## src/hdl/max_pool_2d_stream_assert.svh

```systemverilog
// assertion macros for the max pooling block
// used by max_pool_2d_stream.sv; expects clk and arst_n in scope
`ifndef MAX_POOL_2D_STREAM_ASSERT_SVH
`define MAX_POOL_2D_STREAM_ASSERT_SVH

// property that holds in the same cycle
`define MP2D_ASSERT(lbl, prop, msg) \
	lbl: assert property (@(posedge clk) disable iff (!arst_n) (prop)) else $error(msg);

// consequence that must hold in the cycle after the trigger
`define MP2D_ASSERT_NEXT(lbl, ante, cons, msg) \
	lbl: assert property (@(posedge clk) disable iff (!arst_n) (ante) |=> (cons)) \
		else $error(msg);

`endif

```

## src/hdl/mp2d_pkg.sv

```systemverilog
// shared types and constants of the 2x2 max pooling stream
// no dependencies
package mp2d_pkg;

	localparam int MAP_SIZE    = 28;
	localparam int KERNEL      = 2;
	localparam int STRIDE      = 2;
	localparam int SAMPLE_W    = 16;
	localparam int STORE_DEPTH = KERNEL * MAP_SIZE;
	localparam int POS_W       = $clog2(MAP_SIZE);
	localparam int KW          = (KERNEL > 1) ? $clog2(KERNEL) : 1;
	localparam int ADDR_W      = $clog2(STORE_DEPTH);

	// start of the last window that fits along one axis
	localparam int LAST_START = (KERNEL <= MAP_SIZE) ?
		((MAP_SIZE - KERNEL) / STRIDE) * STRIDE : 0;
	localparam int LAST_END   = LAST_START + KERNEL - 1;

	typedef logic signed [SAMPLE_W-1:0] q88_t;

	// one bit per position: a whole window ends there
	function automatic logic [MAP_SIZE-1:0] end_mask_f();
		logic [MAP_SIZE-1:0] msk;
		int s;
		msk = '0;
		for (int p = 0; p < MAP_SIZE; p++) begin
			s = p + 1 - KERNEL;
			if (KERNEL <= MAP_SIZE && s >= 0 && (s % STRIDE) == 0 && s <= LAST_START)
				msk[p] = 1'b1;
		end
		return msk;
	endfunction

	localparam logic [MAP_SIZE-1:0] END_MASK = end_mask_f();

endpackage

```

## src/hdl/mp2d_stream_if.sv

```systemverilog
// valid/ready channels of the max pooling block
// depends on mp2d_pkg
interface mp2d_sample_if import mp2d_pkg::*; ();
	logic valid;
	logic ready;
	q88_t sample;

	modport source (output valid, output sample, input ready);
	modport sink (input valid, input sample, output ready);
endinterface

interface mp2d_pool_if import mp2d_pkg::*; ();
	logic valid;
	logic ready;
	q88_t max_value;
	logic last_of_map;

	modport source (output valid, output max_value, output last_of_map, input ready);
	modport sink (input valid, input max_value, input last_of_map, output ready);
endinterface

```

## src/hdl/max_pool_2d_stream.sv

```systemverilog
// channel   dir  payload                  request moves
// samples   in   sample (Q8.8)            one map sample, row-major
// pooled    out  max_value, last_of_map   one window maximum
//
// a sample that ends no window only writes the line store
// a sample that ends a window starts a scan through read, drain and hold states:
// the line store has one read port, so the window is read one entry a cycle
// the result sits in an output register; a new sample is taken while it waits
// a stalled output holds the block only when the next window result is ready
// reset clears counters and control; the line store is not cleared
//
// depends on mp2d_pkg, mp2d_stream_if.sv, max_pool_2d_stream_assert.svh
`include "max_pool_2d_stream_assert.svh"

module max_pool_2d_stream import mp2d_pkg::*; (
	input logic clk,
	input logic arst_n,
	mp2d_sample_if.sink samples,
	mp2d_pool_if.source pooled
);

	localparam int SUM_W = ADDR_W + 1;

	typedef enum logic [3:0] {
		S_IDLE  = 4'b0001,
		S_READ  = 4'b0010,
		S_DRAIN = 4'b0100,
		S_HOLD  = 4'b1000
	} state_t;

	state_t state_q;

	logic [POS_W-1:0] row_q, col_q, left_q;
	logic [KW-1:0]    slot_q, rd_slot_q, l_q, m_q;
	logic             last_q;

	q88_t             store [STORE_DEPTH];
	q88_t             rd_data_s1;
	logic             rd_vld_s1, first_s1;
	q88_t             best_q;

	logic             out_vld_q, out_last_q;
	q88_t             out_val_q;

	logic             in_acc, win_end, rd_en, rd_done, out_free;
	logic [SUM_W-1:0] wr_sum, rd_sum;
	logic [KW-1:0]    top_slot;

	// handshake and window detection
	assign samples.ready = (state_q == S_IDLE);
	assign in_acc        = samples.valid && samples.ready;
	assign win_end       = END_MASK[row_q] && END_MASK[col_q];
	assign rd_en         = (state_q == S_READ);
	assign rd_done       = (l_q == KW'(KERNEL - 1)) && (m_q == KW'(KERNEL - 1));
	assign out_free      = !out_vld_q || pooled.ready;
	assign top_slot      = (slot_q == KW'(KERNEL - 1)) ? '0 : slot_q + 1'b1;

	// line store addresses
	assign wr_sum = SUM_W'(slot_q) * SUM_W'(MAP_SIZE) + SUM_W'(col_q);
	assign rd_sum = SUM_W'(rd_slot_q) * SUM_W'(MAP_SIZE) + SUM_W'(left_q) + SUM_W'(m_q);

	// line store: write on request, read during window scan
	always_ff @(posedge clk) begin
		if (in_acc)
			store[wr_sum[ADDR_W-1:0]] <= samples.sample;
		if (rd_en)
			rd_data_s1 <= store[rd_sum[ADDR_W-1:0]];
	end

	// position counters and ring slot of the current row
	always_ff @(posedge clk or negedge arst_n) begin
		if (!arst_n) begin
			row_q  <= '0;
			col_q  <= '0;
			slot_q <= '0;
		end else if (in_acc) begin
			if (col_q == POS_W'(MAP_SIZE - 1)) begin
				col_q <= '0;
				if (row_q == POS_W'(MAP_SIZE - 1)) begin
					row_q  <= '0;
					slot_q <= '0;
				end else begin
					row_q  <= row_q + 1'b1;
					slot_q <= top_slot;
				end
			end else begin
				col_q <= col_q + 1'b1;
			end
		end
	end

	// sequencer; the scan runs only after the write, so no forwarding is needed
	always_ff @(posedge clk or negedge arst_n) begin
		if (!arst_n) begin
			state_q   <= S_IDLE;
			l_q       <= '0;
			m_q       <= '0;
			rd_slot_q <= '0;
			rd_vld_s1 <= 1'b0;
			first_s1  <= 1'b0;
		end else begin
			rd_vld_s1 <= rd_en;
			first_s1  <= rd_en && (l_q == '0) && (m_q == '0);
			case (state_q)
				S_IDLE: begin
					if (in_acc && win_end) begin
						state_q   <= S_READ;
						l_q       <= '0;
						m_q       <= '0;
						rd_slot_q <= top_slot;
					end
				end
				S_READ: begin
					if (rd_done) begin
						state_q <= S_DRAIN;
					end else if (m_q == KW'(KERNEL - 1)) begin
						m_q       <= '0;
						l_q       <= l_q + 1'b1;
						rd_slot_q <= (rd_slot_q == KW'(KERNEL - 1)) ? '0 : rd_slot_q + 1'b1;
					end else begin
						m_q <= m_q + 1'b1;
					end
				end
				S_DRAIN: begin
					state_q <= S_HOLD;
				end
				S_HOLD: begin
					if (out_free)
						state_q <= S_IDLE;
				end
				default: begin
					state_q <= S_IDLE;
				end
			endcase
		end
	end

	// window origin and end-of-map mark, taken with the request
	always_ff @(posedge clk) begin
		if (in_acc && win_end) begin
			left_q <= col_q - POS_W'(KERNEL - 1);
			last_q <= (row_q == POS_W'(LAST_END)) && (col_q == POS_W'(LAST_END));
		end
	end

	// running signed maximum over the read data
	always_ff @(posedge clk) begin
		if (rd_vld_s1 && (first_s1 || rd_data_s1 > best_q))
			best_q <= rd_data_s1;
	end

	// output register
	always_ff @(posedge clk or negedge arst_n) begin
		if (!arst_n) begin
			out_vld_q <= 1'b0;
		end else if (state_q == S_HOLD && out_free) begin
			out_vld_q <= 1'b1;
		end else if (pooled.ready) begin
			out_vld_q <= 1'b0;
		end
	end

	always_ff @(posedge clk) begin
		if (state_q == S_HOLD && out_free) begin
			out_val_q  <= best_q;
			out_last_q <= last_q;
		end
	end

	assign pooled.valid       = out_vld_q;
	assign pooled.max_value   = out_val_q;
	assign pooled.last_of_map = out_last_q;

	// checks
	`MP2D_ASSERT_NEXT(a_scan_starts, in_acc && win_end, state_q == S_READ,
		"window end did not start a scan")
	`MP2D_ASSERT(a_read_from_scan, !rd_vld_s1 || $past(state_q == S_READ),
		"read data without a scan cycle")
	`MP2D_ASSERT(a_load_from_hold, !$rose(out_vld_q) || $past(state_q == S_HOLD),
		"result loaded outside hold")
	`MP2D_ASSERT(a_slot_range, slot_q <= KW'(KERNEL - 1) && rd_slot_q <= KW'(KERNEL - 1),
		"ring slot out of range")

endmodule

```

## src/flat_wrapper.sv

```systemverilog
// flat-port wrapper written by rule: the top's interface ports become plain ports
module max_pool_2d_stream_flat import mp2d_pkg::*;
  (clk, arst_n, samples_valid, samples_sample, samples_ready, pooled_valid, pooled_max_value, pooled_last_of_map, pooled_ready);
  mp2d_sample_if samples_i ();
  mp2d_pool_if pooled_i ();
  input logic clk;
  input logic arst_n;
  input wire logic [$bits(samples_i.valid)-1:0] samples_valid;
  input wire logic [$bits(samples_i.sample)-1:0] samples_sample;
  output wire logic [$bits(samples_i.ready)-1:0] samples_ready;
  output wire logic [$bits(pooled_i.valid)-1:0] pooled_valid;
  output wire logic [$bits(pooled_i.max_value)-1:0] pooled_max_value;
  output wire logic [$bits(pooled_i.last_of_map)-1:0] pooled_last_of_map;
  input wire logic [$bits(pooled_i.ready)-1:0] pooled_ready;
  assign samples_i.valid = samples_valid;
  assign samples_i.sample = samples_sample;
  assign samples_ready = samples_i.ready;
  assign pooled_valid = pooled_i.valid;
  assign pooled_max_value = pooled_i.max_value;
  assign pooled_last_of_map = pooled_i.last_of_map;
  assign pooled_i.ready = pooled_ready;
  max_pool_2d_stream u_core (.clk(clk), .arst_n(arst_n), .samples(samples_i), .pooled(pooled_i));
endmodule
```

## config.mk

```make
export PLATFORM = sky130hd
export DESIGN_NAME = max_pool_2d_stream_flat
export DESIGN_NICKNAME = d
export VERILOG_FILES = /design/src/hdl/mp2d_pkg.sv /design/src/hdl/mp2d_stream_if.sv /design/src/hdl/max_pool_2d_stream.sv /design/src/flat_wrapper.sv
export VERILOG_INCLUDE_DIRS = /design/src /design/src/hdl
export SDC_FILE = /design/constraint.sdc
export NUM_CORES = 1
export LEC_CHECK = 0
export BUFFER_PORTS_ARGS = -buffer_cell sky130_fd_sc_hd__buf_2
export CAP_MARGIN = 20
export CORE_MARGIN = 2
export CORE_UTILIZATION = 50
export DETAILED_ROUTE_END_ITERATION = 6
export GPL_ROUTABILITY_DRIVEN = 1
export HOLD_SLACK_MARGIN = 0.03
export PLACE_DENSITY = 0.68
export SLEW_MARGIN = 10
export SYNTH_ARGS = -nofsm -noshare
export SYNTH_HDL_FRONTEND = slang
export SYNTH_SLANG_ARGS = --single-unit
export TNS_END_PERCENT = 50
```

## constraint.sdc

```tcl
create_clock -name clk -period 2.75 [get_ports clk]
set_input_delay 0.1375 -clock clk [delete_from_list [all_inputs] [get_ports clk]]
set_output_delay 0.1375 -clock clk [all_outputs]
set_load 0.02 [all_outputs]
```

---- Word level (Yosys, flattened, before mapping) ----
Memories as Yosys holds them, arrays and structs flattened. A register that Yosys moved wholly into a read port is not among the register bits.
Cells that the tools add are included.
word-level totals
  memories ................................ 3
  register bits after elaboration ......... 60
  memory bits (writable) .................. 896
  output and inout bits ................... 19
  ROM bits ................................ 64
operators by class
  reduce and logical (&&, ||, !) cells .... 18
  muxes and demuxes ....................... 26
  bitwise logic cells ..................... 2
  multipliers ............................. 2
  magnitude comparators ................... 3
  equality and inequality tests ........... 11
  $add $sub $neg .......................... 10
memory list
  memory           depth  width  rd ports  clocked after Yosys merged registers in  wr ports  RTL line                  RTL
  u_core.store     56     16     1         1                                        1         max_pool_2d_stream.sv:37  q88_t store [STORE_DEPTH];
  (no name shown)  32     1      1         0                                        0         max_pool_2d_stream.sv:52  assign win_end = END_MASK[row_q] && END_MASK[col_q];
  (no name shown)  32     1      1         0                                        0         max_pool_2d_stream.sv:52
operators with widths
  kind                                                        count
  two-way mux 1 bit                                           17
  greater-than comparator 16 bit                              1
  one-hot mux 4 bit (4 select lines)                          1
  adder 6 x 5 -> 6 bit                                        2
  less-than comparator 5 x 6 -> 1 bit, second input constant  2
  two-way mux 4 bit                                           3
  adder 5 x 1 -> 5 bit, second input constant                 2
  == test 5 bit, second input constant                        2
  two-way mux 5 bit                                           2
  logical AND 1 bit                                           9
  multiplier 1 x 3 -> 4 bit, second input constant            2
  adder 6 x 1 -> 6 bit                                        1
  inequality test 2 bit, second input constant                3
  one-hot mux 1 bit (2 select lines)                          3
  AND reduction 3 bit                                         2
  subtractor 5 x 1 -> 5 bit, second input constant            1
  adder 1 bit, second input constant                          4
  == test 4 x 1 -> 1 bit, second input constant               1
  == test 4 x 2 -> 1 bit, second input constant               1
  == test 4 x 3 -> 1 bit, second input constant               1
  == test 4 bit, second input constant                        1
  inequality test 2 x 1 -> 1 bit, second input constant       2
  AND reduction 4 bit                                         1
  nonzero test 2 bit                                          2
  other kinds (4)                                             6

---- Depth between registers and ports, before layout ----
Gate-level depths: netlist (run 1).
  depth after elaboration ................. 6
  mapped depth ............................ 10
  gate-level depth less buffers ........... 8

---- Least setup slack after synthesis (run 1) ----
Ideal clock, no wire load.
  path kind ............................... register to register
  start point ............................. reg u_core.state_q[0]
  end point ............................... mem u_core.store[55][0] (netlist name) (enable)
  path buffers ............................ 1
  library setup time ...................... 0.388 ns
  arrival time ............................ 2.870 ns
  period minus slack after synthesis ...... 3.259 ns
  data required time ...................... 2.362 ns
  setup slack ............................. -0.509 ns
  stages on the path, launching flop included .. 6
  cell sequence ........................... dfstp_2 -> nor4b_1 -> and2_1 -> buf_2 -> nand4_1 -> nor2_1
on the way
  cells in the longest elaborated chain, start to end .. 4
RTL lines
  item                                     RTL line                   RTL
  start, declared                          max_pool_2d_stream.sv:31   state_t state_q;
  start signal, assigned                   max_pool_2d_stream.sv:95   state_q <= S_IDLE;
  start signal, assigned                   max_pool_2d_stream.sv:107  state_q <= S_READ;
  start signal, assigned                   max_pool_2d_stream.sv:115  state_q <= S_DRAIN;
  == test 4 x 1 -> 1 bit                   max_pool_2d_stream.sv:50   assign samples.ready = (state_q == S_IDLE);
  via samples_ready                        flat_wrapper.sv:10         output wire logic [$bits(samples_i.ready)-1:0] samples_ready;
  logical AND 1 bit                        max_pool_2d_stream.sv:51   assign in_acc = samples.valid && samples.ready;
  two-way mux 1 bit                        max_pool_2d_stream.sv:64   if (in_acc)
  two-way mux 1 bit (implied by the code)  max_pool_2d_stream.sv:65   store[wr_sum[ADDR_W-1:0]] <= samples.sample;
  end, declared                            max_pool_2d_stream.sv:37
The timed path passes the listed nets, and every way through them passes these cells.

---- Worst setup path after layout (run 1) ----
  start point ............................. reg u_core.left_q[0]
  end point ............................... reg u_core.rd_data_s1[12], read port of u_core.store (data pin)
on the way
  cells in the longest elaborated chain, start to end .. 2
RTL lines
  item                    RTL line                   RTL
  start, declared         max_pool_2d_stream.sv:33   logic [POS_W-1:0] row_q, col_q, left_q;
  start signal, assigned  max_pool_2d_stream.sv:141  left_q <= col_q - POS_W'(KERNEL - 1);
  adder 6 x 5 -> 6 bit    max_pool_2d_stream.sv:60   assign rd_sum = SUM_W'(rd_slot_q) * SUM_W'(MAP_SIZE) + SUM_W'(left_q) + SUM_W'(m_q);
  adder 6 x 1 -> 6 bit    max_pool_2d_stream.sv:60
  end, declared           max_pool_2d_stream.sv:38   q88_t rd_data_s1;
No other way between the ends.
A chain may end at the register's enable or synchronous reset.

==> reports/qor.csv, run 1 <==
stage,metric,value,unit
detailed_routing,drt-vias-per-instance,6.175,
synth,synth_seq_cells,972,
die,io_pins,39,
sta,fmax,355.6,MHz
layout,final_cell_area,0.04585,mm²
sta,postLayoutSetupSlackWorst,-0.06221,ns
synth,synth_area_per_cell,21.11,µm²
detailed_routing,routedWlPerCell,28.84,µm
sta,drv_slew,0,
die,core,0.07470,mm²
placement,placed_area,0.04132,mm²
global_route,antenna_found_initial,1,
hold_path,hold_depth,1,
layout,fin_cells,3159,
placement,pre_cts_ws,-0.2652,ns
sta,clock_skew,0.03219,ns
power,p_sw,13.83,mW
global_route,use_met2,36.45,%
layout,n_fill_cell,4987,
clocking,tritoncts,done,
sta,finalSetupViolations,11,
placement,numPortBuffers,38,
sta,period_minus_slack,2.812,ns
sta,hold_ws,0.02022,ns
clocking,htreeDepth,3,
synth,synth_top_family_by_area,multiplexers,
synth,synth_edf_count,951,
hold_path,min_to,u_core.store[10][1],
worst_setup_path,r2r-end,u_core.rd_data_s1[12],
global_route,grt_pass1_wl,130.5,mm
worst_setup_path,critPathRequiredTime,3.14,ns
worst_setup_path,cp_max_fo,5,
global_route,grt_max_degree,57,
worst_setup_path,crit_family,multiplexers,
power,p_comb_share,34.8,%
worst_setup_path,critical_path_class,flop to flop,
die,die_y,279.3,µm
detailed_routing,ant_nets,0,
worst_setup_path,crit_chain,ha_4 -> buf_12 -> buf_12 -> buf_4 -> mux4_2 -> mux4_2 -> nor2_4 -> nor3_2,
power,powerDensity,1001,mW/mm²
synth,syn_inst,1795,
synth,synth_compound_area_share,2.212,%
synth,synthXorXnorAreaFrac,0.2278,%
synth,ys.warnings.count,0,
global_route,use_met1,34.43,%
layout,drive_above_1_share,34.38,%
worst_setup_path,endpoint_kind,flop,
worst_setup_path,arrival,3.20,ns
power,pwr-share-clk,27.6,%
layout,num_antenna_cells,0,
detailed_routing,num_vias,19508,
global_route,grt-ovfl-total,0,
clocking,cts_root_buf,clkbuf_16,
sta,slew_headroom,25.79,%
clocking,cts.clk_slew.worst_paths,0.07,ns
synth,async_flop_share,2.160,%
die,die_area,0.07800,mm²
global_route,busiest_layer,met2,
sta,hold_violations,0,
worst_setup_path,start_kind,flop,
worst_setup_path,slowest_delay,0.58,ns
hold_path,hp-start,samples_sample[1],
global_route,grtUsageTotal,23.26,%
die,die_x,279.3,µm
detailed_routing,drtPass1Iterations,5,
worst_setup_path,r2r_setup_slack,-0.06,ns
power,p_total,45.91,mW
run_status,status,"finished, violations left",
power,leakage,15.19,nW
power,power.share.sequential,37.6,%
detailed_routing,initialDrtViolationCount,2534,
synth,synth_area,0.03789,mm²
synth,synth-simple-area-share,3.467,%
power,ir_worst_vdd,0.0005789,V
global_route,grt_pass1_vias,19145,
sta,rsz0062_at_grt,true,
hold_path,min_path_type,primary input to flop,
synth,synth.area.mux_share,14.94,%
synth,synthDistinctLibCells,54,
placement,place_inst,2916,
clocking,clock_latency,0.66,ns
worst_setup_path,reg2reg_from,u_core.left_q[0],
sta,fin_crit_sh,102.3,%
power,swShare,30.12,%
power,cell_internal_pwr,32.08,mW
worst_setup_path,worst_path_max_delay_cell,mux4_2,
detailed_routing,drc,0,
synth,synth.yosys.seq_area_share,76.76,%
synth,synth_flop_cell,edfxtp_1,
die,rows,100,
placement,hpwl,52.77,mm
layout,area_growth,21.00,%
layout,final_nets,2161,
global_route,met3_usage,3.431,%
synth,synthesis.nets,1843,
clocking,cts.sinks,972,
run_status,violations,negative setup slack,
synth,synthAdderAreaFrac,0.9444,%
clocking,cts.path.max_buffers,3,
placement,gp_congestion,0.9091,
die,start_util,50.73,%
run,max-cap-violations,0,
worst_setup_path,crit_buf_inv,3,
clocking,cts_buffers,94,
worst_setup_path,rr_worst_depth,8,
sta,tightest_slew,1.113,ns
detailed_routing,routed_wl,91.11,mm
-- cell type report --
class	instances	area, µm²	share of cell area [%]
Sequential cell	972	29090	63.44
Timing Repair Buffer	303	3710	8.091
Clock buffer	109	2492	5.436
Tap cell	969	1212	2.644
Clock inverter	64	555.5	1.212
Inverter	27	101.3	0.2210
Multi-Input combinational cell	715	8691	18.96
-- power by group through the flow --
stage	clock, mW	sequential [mW]	combinational, mW
after floorplan	0	17.5	8.12
after global placement	0	17.5	13.7
after detailed placement	0	17.6	13.8
after CTS	12.8	17.3	14.5
after global routing	13.4	17.3	16.7
final	12.7	17.3	16.0
-- cell usage in the layout (no fill, tap or decap), types with 5 or more instances in the layout --
cell,netlist,layout
mux4_2,226,226
a21oi_1,11,11
a221oi_1,14,13
o21ai_1,15,14
mux2i_1,57,54
clkbuf_16,0,105
and3_1,7,5
inv_1,26,26
o21ai_0,17,17
edfxtp_1,951,951
clkinv_2,0,23
nor2_4,0,8
ha_1,27,23
clkinvlp_4,0,7
dlygate4sd3_1,0,15
nor2_1,98,63
clkbuf_1,28,10
buf_12,0,90
nand3_1,23,21
a32o_1,14,14
buf_2,29,38
a21o_1,9,9
buf_8,0,8
a32oi_1,14,5
buf_16,0,5
nor3_1,5,5
clkinv_1,0,19
buf_6,7,11
a32oi_2,0,8
dfrtp_1,20,18
nand4_1,10,10
buf_4,15,127
nor2_2,0,27
bufinv_16,0,8
nor3_2,14,14
nand2_1,95,94
-- synth_stat cells (5+ instances only) --
cell / n / area share (%)
edfxtp_1: 951 / 75
nor3_1: 5 / 0.066
a32o_1: 14 / 0.37
mux4_2: 226 / 13
mux2i_1: 57 / 1.5
o21ai_1: 15 / 0.20
nor2b_1: 6 / 0.099
buf_4: 15 / 0.30
buf_2: 29 / 0.38
and3_1: 7 / 0.12
buf_6: 7 / 0.21
dfrtp_1: 20 / 1.3
nor2_1: 98 / 0.97
a32oi_1: 14 / 0.32
ha_1: 27 / 0.89
clkbuf_1: 28 / 0.28
nor3_2: 14 / 0.37
a21o_1: 9 / 0.18
inv_1: 26 / 0.26
nand2_1: 95 / 0.94
a21oi_1: 11 / 0.15
o21ai_0: 17 / 0.22
nand4_1: 10 / 0.17
a221oi_1: 14 / 0.32
nand3_1: 23 / 0.30
a31oi_1: 6 / 0.099
-- per-stage QoR --
stage	util, %	setup TNS, ns
finish	61.38	-0.2175
detailed placement	55.32	-2.468
CTS	59.94	0
global placement	55.32	-1.964
global route	61.38	-1.166
floorplan	-	-41.37
-- flip-flops by register name, summed over array words and instances (netlist names), 4 cells and up --
name,count
u_core.best_q,16
u_core.row_q,5
u_core.left_q,5
u_core.rd_data_s1,16
u_core.state_q,4
u_core.pooled.max_value,16
u_core.store,896
u_core.col_q,5
-- metal layers --
layer | vias up | part of all wire [%]
met5 | - | 0.0099
met4 | 2 | 2.3
met3 | 142 | 8.8
met2 | 1012 | 48
met1 | 10265 | 41
li1 | 8087 | -
-- cell families (layout without fill, tap and decap cells) --
| group | count (synthesis) | in the layout |
|---|---|---|
| muxes | 283 | 283 |
| adders and majority gates | 28 | 28 |
| AOI/OAI and AO/OA | 116 | 116 |
| xor gates and xnor gates | 9 | 9 |
| buffers and inverters | 108 | 503 |
| and+or+nand+nor | 279 | 279 |
| DFF | 972 | 972 |
-- worst reg2reg max path: stages, from the launching register on --
cell and delay [ns]:
edfxtp_1 0.43, ha_4 0.33, buf_12 0.14, buf_12 0.14
buf_4 0.18, mux4_2 0.51, mux4_2 0.58, nor2_4 0.17
nor3_2 0.06
-- worst max path at each step --
stage                                  endpoint  depth (start not counted)        startpoint  slack [ns]
after floorplan             u_core.store[27][0]                          6     u_core.slot_q       -0.09
after global placement    u_core.rd_data_s1[12]                          8  u_core.rd_slot_q       -0.23
after detailed placement  u_core.rd_data_s1[12]                          8  u_core.rd_slot_q       -0.27
after CTS                 u_core.rd_data_s1[12]                          7  u_core.left_q[0]       0.003
after global routing       u_core.rd_data_s1[1]                         11  u_core.left_q[0]       -0.07
final                     u_core.rd_data_s1[12]                          8  u_core.left_q[0]       -0.06
-- repair_timing --
item	4_1_cts	5_1_grt
pin swaps	2	7
buffers inserted	12	20
cloned	3	9
resized for setup	33	82
setup endpoints to repair	40	371
hold buffers	7	8
endpoints found under the hold margin	46	132
Note: power is estimated with default switching activity, not from simulation.
==> inputs of run 2 (changes only) <==
Settings changed: SETUP_SLACK_MARGIN set to 0.3.
==> run 2 against run 1 <==
The flow still finishes with violations (negative setup slack). Cell count barely moved. Non-clock buffer count fell by 3. Sequential share of layout area fell by 1.0 points. Register-to-register slack got worse by 0.02 ns. Clock skew fell by 0.0035 ns. Count of clock-buffer cells in the layout rose by 5. Sequential cell count did not move. First-iteration DRC count fell by 17%. Largest power group unchanged.
==> reports/qor.csv, run 2 (synthesized netlist as in run 1, its figures left out) <==
stage,metric,value,unit
run_status,status,"finished, violations left",
run_status,violations,negative setup slack,
die,die_x,279.3,µm
die,rows,100,
placement,numPortBuffers,38,
sta,period_minus_slack,2.835,ns
sta,rsz0062_at_grt,true,
worst_setup_path,critical_path_class,flop to flop,
layout,multi_input_area,0.009140,mm²
worst_setup_path,arrival,3.24,ns
detailed_routing,routedWlPerCell,28.42,µm
detailed_routing,drc,0,
worst_setup_path,endpoint_kind,flop,
layout,final_cell_mix,"edfxtp_1 (951), mux4_2 (226), buf_4 (108)",
placement,hpwl,52.24,mm
die,die_y,279.3,µm
global_route,grt_max_degree,57,
die,die_area,0.07800,mm²
clocking,clock_latency,0.66,ns
sta,slew_headroom,30.20,%
detailed_routing,drtPass1Iterations,5,
sta,hold_violations,0,
sta,fmax,352.7,MHz
clocking,cts.path.max_buffers,3,
sta,clock_skew,0.02870,ns
placement,pre_cts_ws,-0.3741,ns
sta,drv_slew,0,
global_route,grt_pass1_vias,19488,
die,start_util,50.73,%
global_route,grt_pass1_wl,129.8,mm
layout,fin_cells,3158,
layout,seq_area,0.02909,mm²
detailed_routing,ant_nets,0,
clocking,cts.clk_slew.worst_paths,0.06,ns
layout,final_nets,2158,
die,core,0.07470,mm²
detailed_routing,num_vias,19176,
power,ir_worst_vdd,0.0006290,V
placement,gp_congestion,0.8609,
power,p_total,46.83,mW
global_route,antenna_found_initial,5,
clocking,tritoncts,done,
power,leakage,15.30,nW
clocking,cts_buffers,94,
layout,n_fill_cell,4910,
hold_path,min_path_type,primary input to flop,
clocking,cts.sinks,972,
die,io_pins,39,
detailed_routing,routed_wl,89.74,mm
layout,drive_above_1_share,37.37,%
sta,tightest_slew,1.047,ns
global_route,grtUsageTotal,23.07,%
sta,hold_ws,0.01305,ns
layout,area_growth,22.94,%
clocking,cts_root_buf,clkbuf_16,
detailed_routing,initialDrtViolationCount,2100,
sta,fin_crit_sh,103.1,%
placement,place_inst,2915,
layout,layout_commonest_cell,edfxtp_1,
sta,finalSetupViolations,8,
sta,finalSetupTns,-0.3113,ns
clocking,htreeDepth,3,
sta,postLayoutSetupSlackWorst,-0.08541,ns
worst_setup_path,cp_max_fo,8,
run,max-cap-violations,0,
power,powerDensity,1005,mW/mm²
layout,num_antenna_cells,0,
detailed_routing,drt-vias-per-instance,6.072,
worst_setup_path,start_kind,flop,
global_route,grt-ovfl-total,0,
layout,largest_register_ffs,896,
worst_setup_path,critPathRequiredTime,3.15,ns
==> run 2: what timing repair did <==
item | 4_1_cts | 5_1_grt
gates resized for setup | 88 | 74
setup buffers | 19 | 11
cloned | 5 | 7
hold endpoints to repair | 27 | 136
hold buffers | 5 | 9
endpoints found under the setup margin | 794 | 347
pin swaps | 9 | 15
==> run 2: layer usage <==
layer / share of wire, % / track usage [%] / vias up
met5: 0.038 / 0 / -
met4: 2.7 / 7.417 / 6
met3: 8.2 / 4.418 / 117
met2: 48 / 35.96 / 839
met1: 41 / 33.32 / 10120
li1: - / - / 8094
==> run 2: metrics by stage <==
stage	area [µm²]	util, %
floorplan	38160	-
global placement	41740	55.87
detailed placement	41740	55.87
CTS	45680	61.16
global route	46580	62.36
finish	46580	62.36
==> run 2: layout make-up <==
cell class / instances / share of cell area [%]
flip-flops and latches: 972 / 62.44
multi-input cells: 715 / 19.62
repair buffers: 300 / 8.294
clock buffers: 114 / 5.412
well taps: 969 / 2.603
clock inverters: 61 / 1.407
inverters: 27 / 0.2176
==> run 2: power by group <==
part | switching (mW) | leakage, nW | total [mW] | internal, mW
sequential | 0.212 | 8.83 | 17.2 | 17.0
clock | 5.42 | 1.55 | 13.2 | 7.76
combinational | 8.38 | 4.93 | 16.4 | 8.03
total | 14.0 | 15.3 | 46.8 | 32.8
==> run 2: final timing paths <==
kind	from	end	slack (ns)	cells after the start
setup / recovery	u_core.left_q[0]	u_core.rd_data_s1[2]	-0.09	8
hold / removal	samples_sample[12]	u_core.store[9][12]	0.01	1
setup reg to reg	u_core.left_q[0]	u_core.rd_data_s1[2]	-0.09	8
hold reg to reg	u_core.last_q	u_core.pooled.last_of_map	0.45	0
max in group asynchronous	arst_n	u_core.col_q[3]	1.21	5
min in group asynchronous	arst_n	u_core.state_q[0]	0.56	3
==> run 2: critical path: stages (launching register included) <==
cell and delay, ns:
edfxtp_1 0.42, ha_4 0.34, buf_16 0.13, buf_12 0.14, buf_12 0.14, mux4_2 0.55
mux4_2 0.56, nor2_4 0.23, nor3_2 0.06
